<file path="config.mk">
export PLATFORM = sky130hd
export DESIGN_NAME = halo_particle_export_router_flat
export DESIGN_NICKNAME = d
export VERILOG_FILES = /design/src/rtl/core/hpe_pkg.sv /design/src/rtl/core/hpe_ifs.sv /design/src/rtl/core/halo_particle_export_router.sv /design/src/rtl/core/hpe_classify.sv /design/src/rtl/core/hpe_emitter.sv /design/src/flat_wrapper.sv
export SDC_FILE = /design/constraint.sdc
export NUM_CORES = 2
export LEC_CHECK = 0
export ABC_AREA = 1
export BUFFER_PORTS_ARGS = -buffer_cell sky130_fd_sc_hd__buf_2
export CAP_MARGIN = 20
export CORE_ASPECT_RATIO = 1.25
export CORE_MARGIN = 2
export CORE_UTILIZATION = 55
export DETAILED_ROUTE_END_ITERATION = 7
export HOLD_SLACK_MARGIN = 0.08
export PLACE_DENSITY = 0.72
export SLEW_MARGIN = 20
export SYNTH_ARGS = -nofsm -noshare
export SYNTH_HDL_FRONTEND = slang
export SYNTH_SLANG_ARGS = --single-unit
</file>
<file path="constraint.sdc">
create_clock -name clk -period 20.9 [get_ports clk]
set_clock_uncertainty 0.1 [all_clocks]
set_input_delay 1.045 -clock clk [delete_from_list [all_inputs] [get_ports clk]]
set_output_delay 1.045 -clock clk [all_outputs]
set_load 0.01 [all_outputs]
</file>
<file path="src/rtl/core/hpe_pkg.sv">
package hpe_pkg;

  localparam int DIMS                 = 3;
  localparam int NNEIGH               = 26;
  localparam int NSUB                 = (1 << DIMS) - 1;
  localparam int ATOM_W               = 16;
  localparam int POS_W                = 32;
  localparam int EXT_POS_W            = POS_W + 2;
  localparam int SKIN_W               = 31;
  localparam int NB_W                 = 5;
  localparam int SLOT_W               = 16;
  localparam int CFG_W                = 32;
  localparam int CFG_IDX_W            = 3;
  localparam int MAX_PER_NEIGHBOR_DEF = 65536;

  localparam logic [1:0] CODE_ITM = 2'd0;
  localparam logic [1:0] CODE_NLB = 2'd1;
  localparam logic [1:0] CODE_NUB = 2'd2;

  localparam logic [CFG_IDX_W-1:0] REG_LOWER_X = 3'd0;
  localparam logic [CFG_IDX_W-1:0] REG_LOWER_Y = 3'd1;
  localparam logic [CFG_IDX_W-1:0] REG_LOWER_Z = 3'd2;
  localparam logic [CFG_IDX_W-1:0] REG_UPPER_X = 3'd3;
  localparam logic [CFG_IDX_W-1:0] REG_UPPER_Y = 3'd4;
  localparam logic [CFG_IDX_W-1:0] REG_UPPER_Z = 3'd5;
  localparam logic [CFG_IDX_W-1:0] REG_SKIN    = 3'd6;

  localparam logic [NB_W-1:0] POW3 [DIMS] = '{5'd1, 5'd3, 5'd9};

  typedef logic [1:0] code_t;

  typedef struct packed {
    logic [DIMS-1:0][POS_W-1:0] lower;
    logic [DIMS-1:0][POS_W-1:0] upper;
    logic [SKIN_W-1:0]          skin;
  } cfg_t;

  typedef struct packed {
    code_t [DIMS-1:0]  code;
    logic [ATOM_W-1:0] atom_id;
    logic              first_atom;
  } cls_t;

  // base-3 index of the axis subset sel, minus one
  function automatic logic [NB_W-1:0] neighbor_of(logic [DIMS-1:0] sel,
                                                  code_t [DIMS-1:0] code);
    logic [NB_W-1:0] v;
    v = '0;
    for (int d = 0; d < DIMS; d++) begin
      if (sel[d]) begin
        v = v + NB_W'(code[d] * POW3[d]);
      end
    end
    return v - NB_W'(1);
  endfunction

endpackage

</file>
<file path="src/rtl/core/hpe_ifs.sv">
interface hpe_atom_if import hpe_pkg::*; ();
  logic              valid;
  logic              ready;
  logic [ATOM_W-1:0] atom_id;
  logic [POS_W-1:0]  pos_x;
  logic [POS_W-1:0]  pos_y;
  logic [POS_W-1:0]  pos_z;
  logic              first_atom;

  modport source (output valid, atom_id, pos_x, pos_y, pos_z, first_atom, input ready);
  modport sink   (input valid, atom_id, pos_x, pos_y, pos_z, first_atom, output ready);
endinterface

interface hpe_result_if import hpe_pkg::*; ();
  logic              valid;
  logic              ready;
  logic [NB_W-1:0]   neighbor;
  logic [SLOT_W-1:0] slot;
  logic [ATOM_W-1:0] atom_out;
  logic              overflow;
  logic              last;

  modport source (output valid, neighbor, slot, atom_out, overflow, last, input ready);
  modport sink   (input valid, neighbor, slot, atom_out, overflow, last, output ready);
endinterface

</file>
<file path="src/rtl/core/halo_particle_export_router.sv">
// Atoms pass the hpe_classify register, then the emitter's pending and code
// registers; results are registered. Throughput, while results.ready holds:
// one atom per cycle if each has at most one result; an atom with k results
// (k up to 7) gives one per cycle: one neighbor counter update per cycle.
// Reset: synchronous rst clears the bounds, skin and all neighbor counters.
module halo_particle_export_router import hpe_pkg::*; #(
  parameter int MAX_PER_NEIGHBOR = MAX_PER_NEIGHBOR_DEF
) (
  input  logic                 clk,
  input  logic                 rst,
  input  logic                 cfg_write,
  input  logic [CFG_IDX_W-1:0] cfg_index,
  input  logic [CFG_W-1:0]     cfg_data,
  hpe_atom_if.sink             atoms,
  hpe_result_if.source         results
);

  cfg_t cfg;
  logic cls_valid;
  logic cls_ready;
  cls_t cls;

  always_ff @(posedge clk) begin
    if (rst) begin
      cfg <= '0;
    end else if (cfg_write) begin
      unique case (cfg_index)
        REG_LOWER_X: cfg.lower[0] <= cfg_data;
        REG_LOWER_Y: cfg.lower[1] <= cfg_data;
        REG_LOWER_Z: cfg.lower[2] <= cfg_data;
        REG_UPPER_X: cfg.upper[0] <= cfg_data;
        REG_UPPER_Y: cfg.upper[1] <= cfg_data;
        REG_UPPER_Z: cfg.upper[2] <= cfg_data;
        REG_SKIN:    cfg.skin     <= cfg_data[SKIN_W-1:0];
        default: ;
      endcase
    end
  end

  hpe_classify u_classify (
    .clk       (clk),
    .rst       (rst),
    .cfg       (cfg),
    .atoms     (atoms),
    .cls_valid (cls_valid),
    .cls_ready (cls_ready),
    .cls       (cls)
  );

  hpe_emitter #(
    .MAX_PER_NEIGHBOR (MAX_PER_NEIGHBOR)
  ) u_emitter (
    .clk       (clk),
    .rst       (rst),
    .cls_valid (cls_valid),
    .cls_ready (cls_ready),
    .cls       (cls),
    .results   (results)
  );

  a_ovf_slot: assert property (@(posedge clk) disable iff (rst)
    results.valid && results.overflow |-> results.slot == '0)
    else $error("overflow result with nonzero slot");

  a_nb_range: assert property (@(posedge clk) disable iff (rst)
    results.valid |-> results.neighbor < NB_W'(NNEIGH))
    else $error("neighbor index out of range");

  a_rst_out: assert property (@(posedge clk)
    $past(rst) |-> !results.valid)
    else $error("result valid right after reset");

endmodule

</file>
<file path="src/rtl/core/hpe_classify.sv">
module hpe_classify import hpe_pkg::*; (
  input  logic       clk,
  input  logic       rst,
  input  cfg_t       cfg,
  hpe_atom_if.sink   atoms,
  output logic       cls_valid,
  input  logic       cls_ready,
  output cls_t       cls
);

  logic                       a_valid;
  logic [ATOM_W-1:0]          a_atom_id;
  logic [DIMS-1:0][POS_W-1:0] a_pos;
  logic                       a_first;

  logic [DIMS-1:0][EXT_POS_W-1:0] lo_thr;
  logic [DIMS-1:0][EXT_POS_W-1:0] hi_thr;
  logic [DIMS-1:0][EXT_POS_W-1:0] pos_ext;

  assign atoms.ready = !a_valid || cls_ready;

  always_ff @(posedge clk) begin
    if (rst) begin
      a_valid <= 1'b0;
    end else if (atoms.ready) begin
      a_valid <= atoms.valid;
    end
  end

  always_ff @(posedge clk) begin
    if (atoms.valid && atoms.ready) begin
      a_atom_id <= atoms.atom_id;
      a_pos[0]  <= atoms.pos_x;
      a_pos[1]  <= atoms.pos_y;
      a_pos[2]  <= atoms.pos_z;
      a_first   <= atoms.first_atom;
    end
  end

  // 34-bit signed thresholds, exact
  always_comb begin
    for (int d = 0; d < DIMS; d++) begin
      lo_thr[d]  = {{2{cfg.lower[d][POS_W-1]}}, cfg.lower[d]} + {3'b000, cfg.skin};
      hi_thr[d]  = {{2{cfg.upper[d][POS_W-1]}}, cfg.upper[d]} - {3'b000, cfg.skin};
      pos_ext[d] = {{2{a_pos[d][POS_W-1]}}, a_pos[d]};
    end
  end

  always_comb begin
    for (int d = 0; d < DIMS; d++) begin
      priority if ($signed(pos_ext[d]) < $signed(lo_thr[d])) begin
        cls.code[d] = CODE_NLB;
      end else if ($signed(pos_ext[d]) > $signed(hi_thr[d])) begin
        cls.code[d] = CODE_NUB;
      end else begin
        cls.code[d] = CODE_ITM;
      end
    end
    cls.atom_id    = a_atom_id;
    cls.first_atom = a_first;
  end

  assign cls_valid = a_valid;

endmodule

</file>
<file path="src/rtl/core/hpe_emitter.sv">
module hpe_emitter import hpe_pkg::*; #(
  parameter int MAX_PER_NEIGHBOR = MAX_PER_NEIGHBOR_DEF
) (
  input  logic        clk,
  input  logic        rst,
  input  logic        cls_valid,
  output logic        cls_ready,
  input  cls_t        cls,
  hpe_result_if.source results
);

  localparam int CNT_W = $clog2(MAX_PER_NEIGHBOR + 1);
  localparam int EXT_W = (CNT_W > SLOT_W) ? CNT_W : SLOT_W + 1;
  localparam logic [CNT_W-1:0] CNT_MAX  = CNT_W'(MAX_PER_NEIGHBOR);
  localparam logic [EXT_W-1:0] SLOT_SAT = EXT_W'((1 << SLOT_W) - 1);

  logic [NSUB-1:0]   pending;
  code_t [DIMS-1:0]  code;
  logic [ATOM_W-1:0] atom_id;
  logic [CNT_W-1:0]  send_counts [NNEIGH];

  logic [NSUB-1:0]   pick;
  logic [NSUB-1:0]   rest;
  logic [NSUB-1:0]   pending_next;
  logic [DIMS-1:0]   sel;
  logic [DIMS-1:0]   near;
  logic [NB_W-1:0]   nb;
  logic [CNT_W-1:0]  cnt;
  logic [EXT_W-1:0]  cnt_ext;
  logic              ovf;
  logic [SLOT_W-1:0] slot;
  logic              emit_fire;
  logic              load;

  // highest subset first gives descending neighbor index
  always_comb begin
    pick = '0;
    sel  = '0;
    for (int m = NSUB; m >= 1; m--) begin
      if (pending[m-1] && (pick == '0)) begin
        pick[m-1] = 1'b1;
        sel       = DIMS'(m);
      end
    end
  end

  assign rest      = pending & ~pick;
  assign nb        = neighbor_of(sel, code);
  assign cnt       = send_counts[nb];
  assign cnt_ext   = EXT_W'(cnt);
  assign ovf       = (cnt >= CNT_MAX);
  assign slot      = ovf ? '0 : ((cnt_ext > SLOT_SAT) ? '1 : cnt_ext[SLOT_W-1:0]);
  assign emit_fire = (pending != '0) && (!results.valid || results.ready);
  assign cls_ready = (pending == '0) || (emit_fire && (rest == '0));
  assign load      = cls_valid && cls_ready;

  always_comb begin
    for (int d = 0; d < DIMS; d++) begin
      near[d] = (cls.code[d] != CODE_ITM);
    end
    for (int m = 1; m <= NSUB; m++) begin
      pending_next[m-1] = ((DIMS'(m) & ~near) == '0);
    end
  end

  always_ff @(posedge clk) begin
    if (rst) begin
      pending       <= '0;
      results.valid <= 1'b0;
      for (int i = 0; i < NNEIGH; i++) begin
        send_counts[i] <= '0;
      end
    end else begin
      if (load) begin
        pending <= pending_next;
      end else if (emit_fire) begin
        pending <= rest;
      end
      if (emit_fire) begin
        results.valid <= 1'b1;
      end else if (results.ready) begin
        results.valid <= 1'b0;
      end
      // clear overrides the previous atom's final update
      if (load && cls.first_atom) begin
        for (int i = 0; i < NNEIGH; i++) begin
          send_counts[i] <= '0;
        end
      end else if (emit_fire && !ovf) begin
        send_counts[nb] <= cnt + CNT_W'(1);
      end
    end
  end

  always_ff @(posedge clk) begin
    if (load) begin
      code    <= cls.code;
      atom_id <= cls.atom_id;
    end
    if (emit_fire) begin
      results.neighbor <= nb;
      results.slot     <= slot;
      results.atom_out <= atom_id;
      results.overflow <= ovf;
      results.last     <= (rest == '0);
    end
  end

endmodule
</file>
<file path="src/flat_wrapper.sv">
// flat-port wrapper written by rule: the top's interface ports become plain ports
module halo_particle_export_router_flat import hpe_pkg::*;
#(
  parameter int MAX_PER_NEIGHBOR = MAX_PER_NEIGHBOR_DEF
)
  (clk, rst, cfg_write, cfg_index, cfg_data, atoms_valid, atoms_atom_id, atoms_pos_x, atoms_pos_y, atoms_pos_z, atoms_first_atom, atoms_ready, results_valid, results_neighbor, results_slot, results_atom_out, results_overflow, results_last, results_ready);
  hpe_atom_if atoms_i ();
  hpe_result_if results_i ();
  input  logic clk;
  input  logic rst;
  input  logic cfg_write;
  input  logic [CFG_IDX_W-1:0] cfg_index;
  input  logic [CFG_W-1:0] cfg_data;
  input wire logic [$bits(atoms_i.valid)-1:0] atoms_valid;
  input wire logic [$bits(atoms_i.atom_id)-1:0] atoms_atom_id;
  input wire logic [$bits(atoms_i.pos_x)-1:0] atoms_pos_x;
  input wire logic [$bits(atoms_i.pos_y)-1:0] atoms_pos_y;
  input wire logic [$bits(atoms_i.pos_z)-1:0] atoms_pos_z;
  input wire logic [$bits(atoms_i.first_atom)-1:0] atoms_first_atom;
  output wire logic [$bits(atoms_i.ready)-1:0] atoms_ready;
  output wire logic [$bits(results_i.valid)-1:0] results_valid;
  output wire logic [$bits(results_i.neighbor)-1:0] results_neighbor;
  output wire logic [$bits(results_i.slot)-1:0] results_slot;
  output wire logic [$bits(results_i.atom_out)-1:0] results_atom_out;
  output wire logic [$bits(results_i.overflow)-1:0] results_overflow;
  output wire logic [$bits(results_i.last)-1:0] results_last;
  input wire logic [$bits(results_i.ready)-1:0] results_ready;
  assign atoms_i.valid = atoms_valid;
  assign atoms_i.atom_id = atoms_atom_id;
  assign atoms_i.pos_x = atoms_pos_x;
  assign atoms_i.pos_y = atoms_pos_y;
  assign atoms_i.pos_z = atoms_pos_z;
  assign atoms_i.first_atom = atoms_first_atom;
  assign atoms_ready = atoms_i.ready;
  assign results_valid = results_i.valid;
  assign results_neighbor = results_i.neighbor;
  assign results_slot = results_i.slot;
  assign results_atom_out = results_i.atom_out;
  assign results_overflow = results_i.overflow;
  assign results_last = results_i.last;
  assign results_i.ready = results_ready;
  halo_particle_export_router #(.MAX_PER_NEIGHBOR(MAX_PER_NEIGHBOR)) u_core (.clk(clk), .rst(rst), .cfg_write(cfg_write), .cfg_index(cfg_index), .cfg_data(cfg_data), .atoms(atoms_i), .results(results_i));
endmodule
</file>
==> results.txt <==
CTS resizes: 0
Arrival @ worst endpoint: 10.08 ns
Nets@finish: 6528
Kind of critical path: reg2reg
Worst R2R Setup Slack: 11.09 ns
Outcome: finished, final reports clean
Register area share after synthesis: 0.5025
DRT iter0 DRCs: 4321
Syn_nets: 6474
Post-Synth XOR/XNOR Area: 0.03323
Hold Crit Endpoint: u_core.u_emitter.atom_id[14]
CP max FO: 74
Final ANT Viol Nets: 0
Initial Utilization: 0.5531
Post-synthesis compound-gate area fraction: 0.09118
Final period utilization: 0.4696
Multiplexer share of the synthesized area: 0
Cts bufs inserted: 94
Share of cells above drive strength 1: 0.07620
Via count: 42660
Async SR Flop Fraction: 0
Req. time, crit path: 21.16 ns
First-pass GRT wire length: 234100 um
Crit path max-delay cell type: ha_2
Largest family of logic cells by synthesized area: simple AND/OR/NAND/NOR gates
Clock buffer depth: 3
Synth area leader: edfxtp_1
Hold depth: 0
Routed len/inst: 21.45 um
Buffers on Ports: 193
Drt drc: 0
Critical Path Max Stage Delay: 0.78 ns
Root buffer selected by CTS: clkbuf_16
Vias in the first global route: 41250
R2r worst-path depth: 32
Synth top area share: 0.4135
Chip Height: 348.3 um
CP Launch Point: u_core.u_emitter.pending[6]
Synth Area in Adders: 0.09799
Skew-Pair Late Insertion Delay: 0.70 ns
Global route overflow: 0
YS warnings: 0
# Post-CTS Setup Buffers: 0
Final non-filler cell total: 7270
Aggregate global-route resource usage: 0.3168
Clock transition at path regs: 0.07 ns
GPL Wtd Cong: 0.9476
Setup TNS: 0 ns
Pre-antenna DRT Iters: 6
Hold Path Class: reg2reg
Chip width: 279.4 um
Fill count: 8158
Hold_buf cts: 0
Slew Limit Fails: 0
Core region area: 94280 um^2
Synth cell types: 59
Average size of a mapped cell: 8.811 um^2
Ys flop type: edfxtp_1
Hold wc startpoint: u_core.u_classify.a_atom_id[14]
Flops & latches, synth: 950
Synthesized area: 52150 um^2
Simple-Gate Fraction of Synth Area: 0.2274
R2R Path End: u_core.u_emitter.send_counts[30][16]
Final Setup Violations: 0
Slew HR: 0.1086
Inst Count DP: 7091
Clock sink count: 950
Initial antenna violation count: 15
RR Startpoint: u_core.u_emitter.pending[6]
H-tree Lvls: 3
Final WL: 156000 um
Number of flops mapped to enable cells by yosys: 718
Io pins: 194
Post-Syn Instances: 5918
Area Growth Syn to Fin: 9.818%
Worst setup EP type: register
Critical Path Start Type: register
Row count: 126
Least-Margin Pin Slew: 1.337 ns
Largest net degree at the start of global routing: 211
Post-DP HPWL: 108500 um
Synth top area cells: edfxtp_1, ha_1, dfxtp_1, nand2_1, nor2_1
Via density per instance: 5.868
Crit-path most repeated cell: nand2_1
Max-cap violations: 0
CTS tree: done
Area of the die: 97310 um^2
Final Hold Viols: 0
Min cycle time layout: 9.814 ns
Fmax: 101.9 MHz
RSZ-0062 raised after global routing: no
## worst max-delay path: cells and delay by family (launching register included)
kind,cells,cell delay [ns]
adders and majority gates,5,1.91
buffers and inverters,7,2.70
DFF,1,0.34
and+or+nand+nor,17,3.76
AOI/OAI and AO/OA,3,0.44
## registers in the layout, summed over array words and instances (netlist names)
signal,flops
u_core.u_classify.a_pos,96
u_core.u_emitter.code,6
u_core.u_emitter.results.neighbor,5
u_core.u_emitter.pending,7
u_core.u_emitter.send_counts,544
u_core.u_emitter.results.slot,16
u_core.u_classify.a_first,1
u_core.u_emitter.results.atom_out,16
u_core.u_emitter.results.valid,1
u_core.u_emitter.results.overflow,1
u_core.u_emitter.results.last,1
u_core.cfg,223
u_core.u_classify.cls_valid,1
u_core.u_emitter.atom_id,16
u_core.u_classify.a_atom_id,16
## cell usage in the layout (no fill, tap or decap), types with 96 or more instances in the layout
cell type	instances
nand3_1	539
edfxtp_1	718
nand2_1	1180
inv_1	311
dfxtp_1	232
o21ai_0	369
ha_1	392
clkbuf_16	96
a21oi_1	370
nor2_1	964
xnor2_1	103
buf_2	193
## logic make-up (layout without fill, tap and decap cells)
| kind of cell | count (synthesis) | count (layout) |
|---|---|---|
| flip-flops | 950 | 950 |
| AO/OA/AOI/OAI | 880 | 880 |
| AND/OR/NAND/NOR | 2859 | 2859 |
| adder cells (fa/ha/maj) | 403 | 403 |
| buffers and inverters | 632 | 764 |
| XOR/XNOR | 194 | 194 |
| other | 0 | 4 |
## worst max-delay path by stage
stage,depth (start not counted),to
floorplan,38,u_core.u_emitter.send_counts[26][16]
CTS,32,u_core.u_emitter.send_counts[30][16]
finish,32,u_core.u_emitter.send_counts[30][16]
global placement,32,u_core.u_emitter.send_counts[28][16]
global route,32,u_core.u_emitter.send_counts[26][16]
detailed placement,32,u_core.u_emitter.send_counts[28][16]
## cell usage after synthesis, drive strengths merged (8+ instances only)
| master | instances |
|---|---|
| a211oi | 10 |
| clkinv | 8 |
| o21ai | 375 |
| ha | 394 |
| o211ai | 24 |
| nor2 | 975 |
| dfxtp | 232 |
| xnor2 | 105 |
| xor2 | 89 |
| nor4 | 11 |
| a21boi | 21 |
| buf | 86 |
| o21bai | 9 |
| a31oi | 30 |
| inv | 346 |
| or2 | 13 |
| nand3 | 543 |
| nand2 | 1185 |
| nand4 | 42 |
| a21oi | 371 |
| nor3 | 30 |
| nand3b | 29 |
| clkbuf | 192 |
| edfxtp | 718 |
| and2 | 23 |
| fa | 9 |
## cell type report
type                    instances  area [um^2]  area share
inverters                     354         1339     0.02338
flip-flops and latches        950        26210      0.4576
multi-input cells            4336        23590      0.4119
well taps                    1216         1521     0.02657
diodes                          4        10.01   0.0001748
clock buffers                 120         2552     0.04457
clock inverters                54        714.4     0.01248
repair buffers                236         1334     0.02329
## per-layer routing
metal / vias to the layer above / part of all wire / GRT usage
met5: - / 0.00090 / 0
met4: 22 / 0.091 / 0.2523
met3: 570 / 0.074 / 0.04800
met2: 1955 / 0.49 / 0.5452
met1: 19810 / 0.34 / 0.3496
li1: 20300 / - / -
## stage by stage
stage	hold slack (ns)	utilization	instance area (um^2)	worst slack [ns]
2_1_floorplan	0.3003	-	52150	13.53
3_3_place_gp	0.3005	0.5725	53970	11.39
3_5_place_dp	0.3045	0.5725	53970	11.34
4_1_cts	0.3168	0.6072	57240	11.31
5_1_grt	0.3235	0.6074	57260	10.54
6_report	0.3145	0.6074	57270	11.09
Power is not shown: default switching activity piles up to over one toggle a cycle in this logic, so the estimate is an artifact.
